==> src/rtl/xood_pkg.sv <==
package xood_pkg;

  localparam int unsigned LANE_W     = 32;
  localparam int unsigned NUM_LANES  = 12;
  localparam int unsigned NUM_ROUNDS = 12;
  localparam int unsigned RCNT_W     = 4;
  localparam int unsigned CFG_DATA_W = 32;
  localparam int unsigned CFG_ADDR_W = 3;

  // register index codes, taken from paddr[2]
  localparam logic REG_ROUND_COUNT = 1'b0;

  localparam logic [RCNT_W-1:0] ROUND_COUNT_RST = RCNT_W'(NUM_ROUNDS);

  typedef logic [LANE_W-1:0] lane_t;
  typedef logic [NUM_LANES-1:0][LANE_W-1:0] lanes_t;

  // per-stage round select: whether the stage applies its round, and its constant
  typedef struct packed {
    logic  active;
    lane_t rc;
  } round_sel_t;

  localparam lane_t RC_TABLE [NUM_ROUNDS] = '{
    32'h0000_0058, 32'h0000_0038, 32'h0000_03C0, 32'h0000_00D0,
    32'h0000_0120, 32'h0000_0014, 32'h0000_0060, 32'h0000_002C,
    32'h0000_0380, 32'h0000_00F0, 32'h0000_01A0, 32'h0000_0012
  };

  function automatic lane_t rotl(lane_t v, int unsigned r);
    return (v << r) | (v >> (LANE_W - r));
  endfunction

  // one full round: theta, rho-west, iota, chi, rho-east
  function automatic lanes_t xood_round(lanes_t a, lane_t rc);
    lane_t  p [4];
    lane_t  e [4];
    lanes_t th;
    lanes_t w;
    lanes_t c;
    lanes_t r;
    for (int x = 0; x < 4; x++) begin
      p[x] = a[x] ^ a[4+x] ^ a[8+x];
    end
    for (int x = 0; x < 4; x++) begin
      e[x] = rotl(p[(x+3) & 3], 5) ^ rotl(p[(x+3) & 3], 14);
    end
    for (int i = 0; i < 12; i++) begin
      th[i] = a[i] ^ e[i & 3];
    end
    for (int x = 0; x < 4; x++) begin
      w[x]   = th[x];
      w[4+x] = th[4 + ((x+3) & 3)];
      w[8+x] = rotl(th[8+x], 11);
    end
    w[0] = w[0] ^ rc;
    for (int x = 0; x < 4; x++) begin
      c[x]   = w[x]   ^ (~w[4+x] & w[8+x]);
      c[4+x] = w[4+x] ^ (~w[8+x] & w[x]);
      c[8+x] = w[8+x] ^ (~w[x]   & w[4+x]);
    end
    for (int x = 0; x < 4; x++) begin
      r[x]   = c[x];
      r[4+x] = rotl(c[4+x], 1);
      r[8+x] = rotl(c[8 + ((x+2) & 3)], 8);
    end
    return r;
  endfunction

endpackage

==> src/rtl/xood_round_stage.sv <==
module xood_round_stage
  import xood_pkg::*;
(
  input  logic       clk,
  input  logic       rst_n,
  input  round_sel_t sel,
  input  logic       up_valid,
  output logic       up_ready,
  input  lanes_t     up_lanes,
  output logic       dn_valid,
  input  logic       dn_ready,
  output lanes_t     dn_lanes
);

  logic   valid_r;
  lanes_t lanes_r;
  lanes_t lanes_nxt;

  // stage can load when empty or when its content moves on this cycle
  assign up_ready = !valid_r || dn_ready;

  assign lanes_nxt = sel.active ? xood_round(up_lanes, sel.rc) : up_lanes;

  always_ff @(posedge clk) begin
    if (!rst_n) begin
      valid_r <= 1'b0;
    end else if (up_ready) begin
      valid_r <= up_valid;
    end
  end

  always_ff @(posedge clk) begin
    if (up_ready && up_valid) begin
      lanes_r <= lanes_nxt;
    end
  end

  assign dn_valid = valid_r;
  assign dn_lanes = lanes_r;

endmodule

==> config.mk <==
export PLATFORM = sky130hd
export DESIGN_NAME = xood_round_stage
export DESIGN_NICKNAME = d
export VERILOG_FILES = /design/src/rtl/xood_pkg.sv /design/src/rtl/xood_round_stage.sv
export SDC_FILE = /design/constraint.sdc
export NUM_CORES = 1
export LEC_CHECK = 0
export BUFFER_PORTS_ARGS = -buffer_cell sky130_fd_sc_hd__clkbuf_2
export CAP_MARGIN = 20
export CELL_PAD_IN_SITES_DETAIL_PLACEMENT = 1
export CELL_PAD_IN_SITES_GLOBAL_PLACEMENT = 2
export CORE_AREA = 2 2 312 314
export CTS_BUF_LIST = sky130_fd_sc_hd__clkbuf_8
export CTS_CLUSTER_SIZE = 8
export DETAILED_ROUTE_END_ITERATION = 8
export DIE_AREA = 0 0 314 316
export PLACE_DENSITY = 0.9
export SYNTH_ARGS = -nofsm -noshare
export SYNTH_HDL_FRONTEND = slang
export SYNTH_SLANG_ARGS = --single-unit
==> constraint.sdc <==
create_clock -name clk -period 22.2 [get_ports clk]
set_input_delay 1.11 -clock clk [delete_from_list [all_inputs] [get_ports clk]]
set_output_delay 1.11 -clock clk [all_outputs]
set_load 0.01 [all_outputs]
Word-level counts from Yosys, hierarchy flattened
Index checks and enable logic that the tools add are counted.

storage, ports and cells
  word-level logic and storage cells = 98
  input port bits = 421
  register bits after elaboration = 385

operators by class
  multiplexer cells = 1
  bitwise logic cells = 81
  reduce and logical (&&, ||, !) cells = 3

operators with widths
  operator             number
  $xor A32 B32 Y32     37
  $and A32 B32 Y32     12
  $mux W384            1
  $not A32 Y32         12
  $or A32 B1 Y32       4
  $or A32 B11 Y32      4
  $or A32 B14 Y32      4
  $or A32 B5 Y32       4
  $or A32 B8 Y32       4
  $logic_and A1 B1 Y1  1
  $logic_not A1 Y1     1
  $logic_or A1 B1 Y1   1

Longest topological paths before layout
  depth after elaboration = 11
  mapped depth = 6
  gate-level depth less buffers = 5

Least setup slack after synthesis
Ideal clock, no wire load.

  kind = input-to-reg
  from = input dn_ready
  to = register lanes_r (netlist bit dn_lanes[0]) (enable)
  data required time = 21.402 ns
  cell stages on the path = 2
  arrival = 10.024 ns
  slack = 11.378 ns
  path buffers = 0
  cell sequence = nand2b_1 -> and2_1

on the way
  longest elaborated chain between the ends = 2

RTL lines
  element               RTL line                source
  from (decl)           xood_round_stage.sv:11  input logic dn_ready,
  $logic_or A1 B1 Y1    xood_round_stage.sv:20  assign up_ready = !valid_r || dn_ready;
  $logic_and A1 B1 Y1   xood_round_stage.sv:33  if (up_ready && up_valid) begin
  to (signal assigned)  xood_round_stage.sv:34  lanes_r <= lanes_nxt;
  to (decl)             xood_round_stage.sv:16  lanes_t lanes_r;

Every way passes these cells.
A chain may end at the register's enable or synchronous reset.

Final worst setup path
  from = input dn_ready
  to = register lanes_r (netlist bit dn_lanes[281]) (enable)

The elaborated chain is that of the path after synthesis.

==> metrics.txt <==
outcome=complete, no violations; post-synthesis sequential element count=approximately 390; count of different cell masters after synthesis=29; CTS Buf Count=77; Via density=roughly 5.6; DIE AREA=about 99000 um^2; Worst EP required=22.53 ns; Worst Path Max Fanout=76; syn avg cell area=13.0 um^2; setup bufs post-CTS=0; cells after synthesis=2674; Power Dens Cells=108 nW/um^2; DRC=0; Setup-failing EPs final=0; most common cell in the synthesized netlist=xnor3_1; FF+latch area=11600 um^2; via count=between 20k and 30k; Cell Chain, Critical Path=clkbuf_2 -> nand2b_1 -> and2_4 -> buf_4 -> buf_4 -> buf_4; hold_buf cts=0; fill cell count=between 10k and 15k; Hold Crit Depth=2; slowest CP cell=buf_4; IO Count=between 800 and 900; DP Cell Count=around 4.6k; largest net degree at the start of global routing=around 110; vias in the first global route=between 20k and 30k; H-tree Lvls=3; post-synthesis sequential area ratio=approximately a third; slew of the pin with the lowest slew margin=1.23 ns; Synth top area share=around a third; unrepaired setup endpoints after global routing=no; Placeable Area=about 96000 um^2; critical path class=in2reg; critical path arrival=a little under 5 ns; Worst Hold End=dn_valid; Finished Layout Cells=~4.8k; final antenna-violating net count=0; initial antenna violation count=28; Fin Setup TNS=0 ns; # rows=between 100 and 150; Slew Limit Headroom=around 18%; Nets=around 3.9k; mapped cell area=34700 um^2; top post-synthesis cells by count=387 x xnor3_1, 384 x edfxtp_1, 384 x xnor2_1, 288 x nor2_1, 256 x a21oi_1; reg2reg path depth=5; clock skew=approximately 0.04 ns; IO Port Bufs=around 810; startpoint types=primary input; Max VDD drop=about 0.00004 V; average wire per standard cell=roughly 40 um; Worst Hold Class=reg2reg; final wirelength=between 150 and 200 mm; fmax=between 200 and 250 MHz; Detailed Route Iter0 Violations=between 3k and 4k; CTS Buffer Depth=3; reg-to-reg setup timing slack=approximately 18 ns; largest stage delay on the critical path=0.93 ns; Clock Root Buffer=clkbuf_8; post-cts resize count=0; GRT Total Usage=a little under two fifths; final hold vios=0; r2r endpoint=dn_lanes[281]; Synthesized Nets=3095; die width=314 um; endpoint class of the critical path=flip-flop; Die Y=about 320 um; EDFF count, synth=384; Main synth FF type=edfxtp_1; ys async rst share=0%; CTS clock-pin slew for the worst setup and hold paths=0.06 ns; share of layout cells above drive strength 1=29.4%; layout overhead on the synthesized area=18.6%; Yosys top cell by area=edfxtp_1; worst skew pair latency=roughly 0.76 ns; CTS tree=done; initial core utilization=a little over a third; max cap viols=0; worst reg2reg startpoint=dn_valid; Final min period=around 4.5 ns; first-pass GRT wire length=roughly 240 mm; total congestion overflow=0; clock sink total=approximately 390; Multi-input gate area=22200 um^2; P_leak=between 15 and 20 nW; CP dominant cell by count=buf_4; final period utilization=20.1%; Pins Over Slew Limit=0; synth warn=0; Synth area leaders=edfxtp_1 33%, xnor3_1 25%, xnor2_1 9.7%, xor3_1 6.0%, a21oi_1 3.7%; DP Wirelength=roughly 160 mm; Final GP Congestion=between 0.9 and 1; HP Start=dn_valid; DR pass1 iterations=7
## power by group
group | internal (mW) | switching (mW)
combinational | 1.03 | 1.53
clock | 0.432 | 0.371
sequential | 1.01 | 0.0811
total | 2.48 | 1.98
## registers in the layout, indices dropped and copies added (netlist names)
register and count:
dn_lanes 384, dn_valid 1
## final cells by class
cell class	instances	share of cell area [%]
multi-input combinational	2147	53.9
tap	1276	3.88
sequential	385	28.1
clock buffer	80	2.67
timing repair buffer	825	10.2
clock inverter	61	1.20
inverter	1	0.00912
antenna	15	0.0912
## worst max path at each step
stage,from,end,slack (ns),depth (start not counted)
3_3_place_gp,dn_ready,dn_lanes[281],17.20,6
3_5_place_dp,dn_ready,dn_lanes[287],17.08,6
2_1_floorplan,dn_ready,dn_lanes[0],11.38,2
4_1_cts,dn_ready,dn_lanes[287],17.86,6
5_1_grt,dn_ready,dn_lanes[70],17.55,6
6_report,dn_ready,dn_lanes[281],17.73,6
## per-stage QoR
stage          power, mW  util, %  setup WS (ns)  area, um^2  hold WS [ns]
6_report            4.46     42.9          17.73       41200         0.566
5_1_grt             4.56     42.9          17.55       41100         0.607
4_1_cts             4.41     42.8          17.86       41100         0.570
3_5_place_dp        3.59     41.1          17.08       39500         0.566
3_3_place_gp        3.56     41.1          17.20       39500         0.545
2_1_floorplan       2.64        -          11.38       34700         0.610
## routing by layer
| layer | global-route usage [%] | vias to the layer above | share of wire (%) |
|---|---|---|---|
| li1 | - | 11000 | - |
| met5 | 0 | - | 0.091 |
| met3 | 9.34 | 464 | 10 |
| met4 | 22.6 | 26 | 7.1 |
| met2 | 60.4 | 1820 | 46 |
| met1 | 45.5 | 13700 | 36 |
## cells by family after synthesis
kind of cell	count (synthesis)	synth area share (%)
buffers and inverters	142	2.81
flip-flops	385	33.3
AO/OA/AOI/OAI	353	5.10
XOR/XNOR	1024	46.7
multiplexers	32	1.04
AND/OR/NAND/NOR	738	11.1
## cell usage in the layout (no fill, tap or decap), types with 14 or more instances in the layout
cell and count:
nand2b_1 33, and3b_1 96, xnor2_1 384, buf_4 18, nor2_1 288, nor2b_1 90
o21ai_0 16, edfxtp_1 384, diode_2 15, nand2_1 128, nor3_2 28, nor3_1 68
xor3_1 87, mux2_2 32, clkinv_1 22, xnor3_2 24, a21oi_1 256, inv_1 14
o21ai_1 80, clkbuf_8 80, xnor3_1 387, clkbuf_2 805, xor2_1 128
## worst max-delay path, delay by kind of cell
| family | cells | cell delay, ns |
|---|---|---|
| buf+inv | 4 | 2.62 |
| simple gates | 2 | 0.84 |
(Power assumes the default switching activity.)
